File: src/srtt_pkg.sv
// Shared types and constants for the signed radix to text converter.
package srtt_pkg;

	localparam int NUM_W       = 32;
	localparam int SYM_W       = 8;
	localparam int MAX_SYMBOLS = 16;
	localparam int SYM_IDX_W   = $clog2(MAX_SYMBOLS);
	localparam int SCNT_W      = 5;
	localparam int DIGIT_W     = 4;
	localparam int DIGIT_DEPTH = 32;
	localparam int IDX_W       = $clog2(DIGIT_DEPTH);
	localparam int CNT_W       = $clog2(DIGIT_DEPTH + 1);
	localparam int DIV_STEPS   = 8;
	localparam int DIV_CYCLES  = NUM_W / DIV_STEPS;
	localparam int DIV_CNT_W   = $clog2(DIV_CYCLES);
	localparam int REM_W       = DIGIT_W + 1;
	localparam int CFG_IDX_W   = 2;
	localparam int CFG_DATA_W  = 64;

	localparam logic [SYM_W-1:0] SIGN_PLUS  = 8'h2B;
	localparam logic [SYM_W-1:0] SIGN_MINUS = 8'h2D;

	typedef logic [MAX_SYMBOLS-1:0][SYM_W-1:0] alphabet_t;

	typedef enum logic [CFG_IDX_W-1:0] {
		REG_ALPHABET_LOW  = 2'd0,
		REG_ALPHABET_HIGH = 2'd1,
		REG_SYMBOL_COUNT  = 2'd2
	} cfg_reg_t;

	typedef enum logic [2:0] {
		ST_IDLE,
		ST_CHECK,
		ST_BAD,
		ST_DIV,
		ST_SIGN,
		ST_EMIT
	} state_t;

	typedef struct packed {
		logic               go;
		logic [NUM_W-1:0]   dividend;
		logic [SCNT_W-1:0]  divisor;
	} div_req_t;

	typedef struct packed {
		logic               done;
		logic [NUM_W-1:0]   quotient;
		logic [DIGIT_W-1:0] remainder;
	} div_rsp_t;

endpackage

File: src/srtt_divider.sv
// Iterative divider that retires several quotient bits per cycle.
module srtt_divider (
	input  logic             clk,
	input  logic             arst_n,
	input  srtt_pkg::div_req_t req,
	output srtt_pkg::div_rsp_t rsp
);
	import srtt_pkg::*;

	logic                 active_q;
	logic                 done_q;
	logic [DIV_CNT_W-1:0] cnt_q;
	logic [NUM_W-1:0]     dq_q;
	logic [REM_W-1:0]     rem_q;
	logic [SCNT_W-1:0]    div_q;
	logic [NUM_W-1:0]     dq_d;
	logic [REM_W-1:0]     rem_d;

	always_comb begin
		logic [REM_W-1:0] trial;
		dq_d  = dq_q;
		rem_d = rem_q;
		for (int i = 0; i < DIV_STEPS; i++) begin
			trial = {rem_d[DIGIT_W-1:0], dq_d[NUM_W-1]};
			dq_d  = {dq_d[NUM_W-2:0], 1'b0};
			if (trial >= div_q) begin
				rem_d    = trial - div_q;
				dq_d[0]  = 1'b1;
			end else begin
				rem_d = trial;
			end
		end
	end

	always_ff @(posedge clk or negedge arst_n) begin
		if (!arst_n) begin
			active_q <= 1'b0;
			done_q   <= 1'b0;
			cnt_q    <= '0;
		end else begin
			done_q <= 1'b0;
			if (req.go) begin
				active_q <= 1'b1;
				cnt_q    <= '0;
			end else if (active_q) begin
				cnt_q <= cnt_q + DIV_CNT_W'(1);
				if (cnt_q == DIV_CNT_W'(DIV_CYCLES - 1)) begin
					active_q <= 1'b0;
					done_q   <= 1'b1;
				end
			end
		end
	end

	always_ff @(posedge clk) begin
		if (req.go) begin
			dq_q  <= req.dividend;
			rem_q <= '0;
			div_q <= req.divisor;
		end else if (active_q) begin
			dq_q  <= dq_d;
			rem_q <= rem_d;
		end
	end

	assign rsp.done      = done_q;
	assign rsp.quotient  = dq_q;
	assign rsp.remainder = rem_q[DIGIT_W-1:0];

endmodule

File: src/srtt_ctrl.sv
// Sequencer: alphabet check, digit generation into the digit store, and text output.
module srtt_ctrl (
	input  logic                          clk,
	input  logic                          arst_n,
	input  logic                          start,
	input  logic signed [srtt_pkg::NUM_W-1:0] number,
	input  srtt_pkg::alphabet_t           alphabet,
	input  logic [srtt_pkg::SCNT_W-1:0]   symbol_count,
	output logic                          busy,
	output logic                          strobe,
	output logic [srtt_pkg::SYM_W-1:0]    symbol,
	output logic                          is_last,
	output logic                          alphabet_invalid,
	output srtt_pkg::div_req_t            div_req,
	input  srtt_pkg::div_rsp_t            div_rsp
);
	import srtt_pkg::*;

	state_t               state_q, state_d;
	logic                 neg_q;
	logic [NUM_W-1:0]     mag_q;
	logic [SYM_IDX_W-1:0] idx_q, idx_d;
	logic [CNT_W-1:0]     pos_q, pos_d;
	logic [DIGIT_W-1:0]   mem [DIGIT_DEPTH];
	logic [DIGIT_W-1:0]   rd_q;
	logic [IDX_W-1:0]     rd_addr;
	logic                 wr_en;
	logic                 strobe_d, last_d, bad_d;
	logic [SYM_W-1:0]     symbol_d;
	logic                 strobe_q, last_q, bad_q;
	logic [SYM_W-1:0]     symbol_q;
	logic [NUM_W-1:0]     num_u;
	logic                 count_bad;
	logic                 sym_bad;
	logic [SYM_W-1:0]     code;

	assign num_u     = number;
	assign count_bad = (symbol_count < SCNT_W'(2)) || (symbol_count > SCNT_W'(MAX_SYMBOLS));
	assign code      = alphabet[idx_q];
	assign wr_en     = (state_q == ST_DIV) && div_rsp.done && (pos_q < CNT_W'(DIGIT_DEPTH));

	always_comb begin
		sym_bad = (code == SIGN_PLUS) || (code == SIGN_MINUS);
		for (int j = 0; j < MAX_SYMBOLS; j++) begin
			if ((SYM_IDX_W'(j) < idx_q) && (alphabet[j] == code)) begin
				sym_bad = 1'b1;
			end
		end
	end

	always_comb begin
		state_d          = state_q;
		idx_d            = idx_q;
		pos_d            = pos_q;
		div_req.go       = 1'b0;
		div_req.dividend = mag_q;
		div_req.divisor  = symbol_count;
		rd_addr          = IDX_W'(pos_q - CNT_W'(1));
		strobe_d         = 1'b0;
		last_d           = 1'b0;
		bad_d            = 1'b0;
		symbol_d         = '0;
		unique case (state_q)
			ST_IDLE: begin
				idx_d = '0;
				pos_d = '0;
				if (start) begin
					state_d = ST_CHECK;
				end
			end
			ST_CHECK: begin
				if (count_bad || sym_bad) begin
					state_d = ST_BAD;
				end else if (idx_q == SYM_IDX_W'(symbol_count - SCNT_W'(1))) begin
					div_req.go = 1'b1;
					state_d    = ST_DIV;
				end else begin
					idx_d = idx_q + SYM_IDX_W'(1);
				end
			end
			ST_BAD: begin
				strobe_d = 1'b1;
				last_d   = 1'b1;
				bad_d    = 1'b1;
				state_d  = ST_IDLE;
			end
			ST_DIV: begin
				if (div_rsp.done) begin
					if (pos_q < CNT_W'(DIGIT_DEPTH)) begin
						pos_d = pos_q + CNT_W'(1);
					end
					if (div_rsp.quotient == '0) begin
						state_d = ST_SIGN;
					end else begin
						div_req.go       = 1'b1;
						div_req.dividend = div_rsp.quotient;
					end
				end
			end
			ST_SIGN: begin
				rd_addr = IDX_W'(pos_q - CNT_W'(1));
				if (neg_q) begin
					strobe_d = 1'b1;
					symbol_d = SIGN_MINUS;
				end
				state_d = ST_EMIT;
			end
			ST_EMIT: begin
				rd_addr  = IDX_W'(pos_q - CNT_W'(2));
				strobe_d = 1'b1;
				symbol_d = alphabet[rd_q];
				pos_d    = pos_q - CNT_W'(1);
				if (pos_q == CNT_W'(1)) begin
					last_d  = 1'b1;
					state_d = ST_IDLE;
				end
			end
			default: begin
				state_d = ST_IDLE;
			end
		endcase
	end

	always_ff @(posedge clk or negedge arst_n) begin
		if (!arst_n) begin
			state_q  <= ST_IDLE;
			idx_q    <= '0;
			pos_q    <= '0;
			strobe_q <= 1'b0;
		end else begin
			state_q  <= state_d;
			idx_q    <= idx_d;
			pos_q    <= pos_d;
			strobe_q <= strobe_d;
		end
	end

	always_ff @(posedge clk) begin
		last_q   <= last_d;
		bad_q    <= bad_d;
		symbol_q <= symbol_d;
		if (state_q == ST_IDLE && start) begin
			neg_q <= num_u[NUM_W-1];
			mag_q <= num_u[NUM_W-1] ? (~num_u + NUM_W'(1)) : num_u;
		end
	end

	always_ff @(posedge clk) begin
		if (wr_en) begin
			mem[pos_q[IDX_W-1:0]] <= div_rsp.remainder;
		end
		rd_q <= mem[rd_addr];
	end

	assign busy             = (state_q != ST_IDLE);
	assign strobe           = strobe_q;
	assign symbol           = symbol_q;
	assign is_last          = last_q;
	assign alphabet_invalid = bad_q;

endmodule

File: src/signed_radix_to_text.sv
// Top level of the signed radix to text converter with its configuration registers.
// A number is taken when start is high and busy is low; the block then checks the
// alphabet (one symbol per cycle), divides the magnitude by the radix in a single
// divider used for every digit, and emits one word per cycle: an optional minus
// sign, then the digits most significant first. A rejected alphabet returns the
// block to idle. The last word shows in the first cycle with busy low. Each word is
// shown for exactly one cycle with strobe high and cannot be held off; is_last marks
// the final word, and a rejected alphabet gives a single word with alphabet_invalid
// set. Configuration writes are always accepted and must be made while the block is
// idle.
module signed_radix_to_text (
	input  logic                              clk,
	input  logic                              arst_n,
	input  logic                              start,
	output logic                              busy,
	input  logic signed [srtt_pkg::NUM_W-1:0] number,
	output logic                              strobe,
	output logic [srtt_pkg::SYM_W-1:0]        symbol,
	output logic                              is_last,
	output logic                              alphabet_invalid,
	input  logic                              cfg_valid,
	output logic                              cfg_ready,
	input  logic [srtt_pkg::CFG_IDX_W-1:0]    cfg_index,
	input  logic [srtt_pkg::CFG_DATA_W-1:0]   cfg_data
);
	import srtt_pkg::*;

	logic [CFG_DATA_W-1:0] alphabet_low_q;
	logic [CFG_DATA_W-1:0] alphabet_high_q;
	logic [SCNT_W-1:0]     symbol_count_q;
	alphabet_t             alphabet;
	div_req_t              div_req;
	div_rsp_t              div_rsp;

	assign cfg_ready = 1'b1;
	assign alphabet  = {alphabet_high_q, alphabet_low_q};

	always_ff @(posedge clk or negedge arst_n) begin
		if (!arst_n) begin
			alphabet_low_q  <= '0;
			alphabet_high_q <= '0;
			symbol_count_q  <= '0;
		end else if (cfg_valid && cfg_ready) begin
			unique case (cfg_index)
				REG_ALPHABET_LOW:  alphabet_low_q  <= cfg_data;
				REG_ALPHABET_HIGH: alphabet_high_q <= cfg_data;
				REG_SYMBOL_COUNT:  symbol_count_q  <= cfg_data[SCNT_W-1:0];
				default: begin
				end
			endcase
		end
	end

	srtt_ctrl u_ctrl (
		.clk              (clk),
		.arst_n           (arst_n),
		.start            (start),
		.number           (number),
		.alphabet         (alphabet),
		.symbol_count     (symbol_count_q),
		.busy             (busy),
		.strobe           (strobe),
		.symbol           (symbol),
		.is_last          (is_last),
		.alphabet_invalid (alphabet_invalid),
		.div_req          (div_req),
		.div_rsp          (div_rsp)
	);

	srtt_divider u_div (
		.clk    (clk),
		.arst_n (arst_n),
		.req    (div_req),
		.rsp    (div_rsp)
	);

endmodule

File: config.mk
export PLATFORM = sky130hd
export DESIGN_NAME = signed_radix_to_text
export DESIGN_NICKNAME = d
export VERILOG_FILES = /design/src/srtt_pkg.sv /design/src/srtt_divider.sv /design/src/srtt_ctrl.sv /design/src/signed_radix_to_text.sv
export SDC_FILE = /design/constraint.sdc
export NUM_CORES = 1
export LEC_CHECK = 0
export BUFFER_PORTS_ARGS = -buffer_cell sky130_fd_sc_hd__buf_2
export CAP_MARGIN = 40
export CORE_MARGIN = 2
export CORE_UTILIZATION = 50
export CTS_CLUSTER_DIAMETER = 80
export DETAILED_ROUTE_END_ITERATION = 12
export PLACE_DENSITY_LB_ADDON = 0.1
export SLEW_MARGIN = 15
export SYNTH_ARGS = -nofsm -noshare
export SYNTH_HDL_FRONTEND = slang
export SYNTH_SLANG_ARGS = --single-unit
export TNS_END_PERCENT = 50
File: constraint.sdc
create_clock -name clk -period 12.5 [get_ports clk]
set_clock_uncertainty 0.05 [all_clocks]
set_input_delay 2.5 -clock clk [delete_from_list [all_inputs] [get_ports clk]]
set_output_delay 2.5 -clock clk [all_outputs]
set_load 0.1 [all_outputs]
==> impl_results.md <==
- Status: finished, final reports clean
- First-pass GRT wire length: 92940 um
- Cell depth of the worst hold path: 0
- Warnings, synthesis: 0
- Multi-input logic area: 11190 um2
- Input/output buffers: 113
- Die area: 45000 um2
- Cell area after layout: 24660 um2
- Post-synth EDFFs: 198
- Pre-Repair DR Iteration Count: 5
- Vias in the first global route: 15184
- Post-synthesis cell count: 1775
- Critical path class: flop to flop
- Startpoint Class: flop
- Commonest cells after routing, fill and taps aside: edfxtp_1 (198), mux2_2 (156), dfrtp_1 (149), buf_2 (112), mux2i_1 (103)
- Vias after detailed routing: 15378
- Mean Syn Cell Area: 12.20 um2
- Async SR Flop Fraction: 0.4114
- Die W: 212.1 um
- Fin util: 0.5751
- Synth cell types: 79
- Worst Max-Slew Pin Slew: 0.9616 ns
- CTS Sinks: 367
- Hold_sp: symbol_count_q[4]
- Residual DRC: 0
- Cell area after synthesis: 21660 um2
- Ratio of cells with drive above 1 in the final layout: 0.2793
- CTS Buf Count: 40
- Reg area: 10090 um2
- Rel. slew slack: 0.3589
- CP arrival: 12.38 ns
- Worst skew pair latency: 0.57 ns
- Final non-filler cell total: 2513
- Drt initial violations: 1097
- Post-synth top flop: edfxtp_1
- Placed cell areas: 22860 um2
- Die height: 212.1 um
- Worst-path maximum fanout: 6
- Final WL: 61350 um
- Routed length per instance: 24.41 um
- Post-synthesis sequential area ratio: 0.4656
- Synth Net Count: 1938
- Most used cell, CP: a21o_1
- Max-slew violation count: 0
- Commonest non-fill, non-tap cell in the layout: edfxtp_1
- Final Wtd Congestion: 0.9483
- Crit path from: u_div.div_q[1]
- Nets: 2057
- Largest net degree at the start of global routing: 87
- Seq cells post-synth: 367
- Post-route minimum period: 11.99 ns
- Slowest Stage Delay on Critical Path: 0.41 ns
- Root Driver: clkbuf_16
- Total global routing overflow: 0
- Hold Fails Final Rpt: 0
- Max Cap Viol: 0
- Row Count: 76
- Initial core utilization: 0.5050
- Dpl cells: 2413
- Tcrit/Tclk final: 0.9594
- Area growth, synth to finish: 13.86%
- Boundary pin count: 115
- Total negative slack: 0 ns
- Clock Path Buffers: 3
- CP Capture Type: flop
- Hold Crit Class: flop to flop
- Vias/cell: 6.119
- Initial antenna violation count: 5
- CTS tree: built
- Slowest stage cell, crit path: edfxtp_1
- Req. time, crit path: 12.89 ns
- Worst R2R Path Depth: 68
- R2R Path Start: u_div.div_q[1]
- Clock transition at path regs: 0.06 ns
- Fillers: 3545
- Dpl hpwl: 44560 um
- Final setup viols: 0
- Remaining antenna violation count: 0
- Maximum clock rate: 83.39 MHz
- H-tree level count: 2
- Total GRT Usage: 0.2759
- Core ar.: 42890 um2
==> routing by layer <==
layer | routed length, um | vias up | global-route usage
met5 | 27 | - | 0
met4 | 2091 | 4 | 0.09471
met3 | 4330 | 120 | 0.06588
met2 | 27930 | 522 | 0.4319
met1 | 26970 | 7681 | 0.3774
li1 | - | 7051 | -
==> synth_stat cells, types with 8 or more instances <==
cell / count / area share
a22oi_1: 15 / 0.0052
dfxtp_1: 18 / 0.017
a22o_1: 12 / 0.0049
nand2b_1: 16 / 0.0046
o21ai_0: 71 / 0.016
a21oi_1: 48 / 0.011
o22ai_1: 13 / 0.0038
nor4_1: 21 / 0.0061
nor2b_1: 12 / 0.0035
or4_1: 9 / 0.0031
nand3_1: 37 / 0.0085
inv_1: 41 / 0.0071
a21o_1: 26 / 0.0090
mux4_2: 79 / 0.082
dfrtp_1: 151 / 0.17
buf_6: 9 / 0.0047
nand3b_1: 8 / 0.0028
mux2i_1: 108 / 0.050
ha_1: 53 / 0.031
or3_1: 32 / 0.0092
nand2_1: 72 / 0.012
nor3_1: 40 / 0.0092
buf_2: 11 / 0.0025
and3_1: 25 / 0.0072
clkbuf_1: 68 / 0.012
a21boi_0: 22 / 0.0076
o31ai_1: 13 / 0.0045
a211oi_1: 10 / 0.0035
xor2_1: 40 / 0.016
xnor2_1: 81 / 0.033
o211ai_1: 9 / 0.0031
nand4_1: 12 / 0.0035
edfxtp_1: 198 / 0.27
fa_1: 8 / 0.0074
nor2_1: 104 / 0.018
mux2_2: 162 / 0.084
and2_1: 9 / 0.0026
==> kinds of logic (layout without fill, tap and decap cells) <==
logic type / Yosys count / after routing / share of synthesized area
compound gates: 298 / 298 / 0.09381
xor+xnor: 121 / 121 / 0.04893
fa+ha+maj: 61 / 61 / 0.03801
buf+inv: 141 / 292 / 0.02963
flops: 367 / 367 / 0.4656
mux: 349 / 349 / 0.2163
other cells: 1 / 3 / 0.0001731
simple gates: 437 / 437 / 0.1076
==> final timing paths <==
| check | endpoint | slack [ns] |
|---|---|---|
| worst max-delay path | u_div.rem_q[2] | 0.51 |
| worst max register to register | u_div.rem_q[2] | 0.51 |
| max in group asynchronous | alphabet_low_q[31] | 9.61 |
| worst min-delay path | u_div.div_q[4] | 0.47 |
| min in group asynchronous | alphabet_high_q[60] | 1.66 |
| worst min register to register | u_div.div_q[4] | 0.47 |
==> stage by stage <==
| stage | hold WS (ns) | worst slack (ns) |
|---|---|---|
| after floorplan | 0.4084 | 0.02703 |
| after global placement | 0.4569 | -0.01541 |
| after detailed placement | 0.4490 | -0.4350 |
| after CTS | 0.4618 | 0.01595 |
| after global routing | 0.4705 | -0.08645 |
| final | 0.4668 | 0.5079 |
==> what timing repair did <==
action,4_1_cts,5_1_grt
endpoints found under the setup margin,5,5
pin swaps,8,30
setup buffers,6,14
hold buffers,0,0
resized for setup,17,36
==> sequential cells by signal, indices dropped and copies added (netlist names) <==
| signal | cells |
|---|---|
| alphabet_high_q | 64 |
| u_ctrl.mem | 128 |
| u_ctrl.neg_q | 1 |
| symbol_count_q | 5 |
| u_div.dq_q | 32 |
| u_ctrl.state_q | 3 |
| u_ctrl.symbol | 8 |
| u_div.done_q | 1 |
| u_div.cnt_q | 2 |
| u_ctrl.is_last | 1 |
| u_div.div_q | 5 |
| u_ctrl.alphabet_invalid | 1 |
| u_ctrl.rd_q | 4 |
| u_ctrl.mag_q | 32 |
| u_ctrl.idx_q | 4 |
| u_div.rem_q | 4 |
| u_div.active_q | 1 |
| u_ctrl.pos_q | 6 |
| u_ctrl.strobe | 1 |
| alphabet_low_q | 64 |
==> area by class of cell <==
class	instances	area share
multi-input cells	1267	0.4537
clock inverters	17	0.008422
flip-flops and latches	367	0.4092
repair buffers	177	0.04591
diodes	2	0.0002029
inverters	41	0.006342
well taps	585	0.02968
clock buffers	57	0.04652
==> critical path: cells and delay by family (launching register included) <==
kind	cells	cell delay (ns)
adder cells (fa/ha/maj)	8	1.58
buffers and inverters	8	0.67
AO/OA/AOI/OAI	33	5.70
multiplexers	7	2.18
AND/OR/NAND/NOR	12	1.24
flip-flops	1	0.41
Power is not shown: default switching activity piles up to over one toggle a cycle in this logic, so the estimate is an artifact.
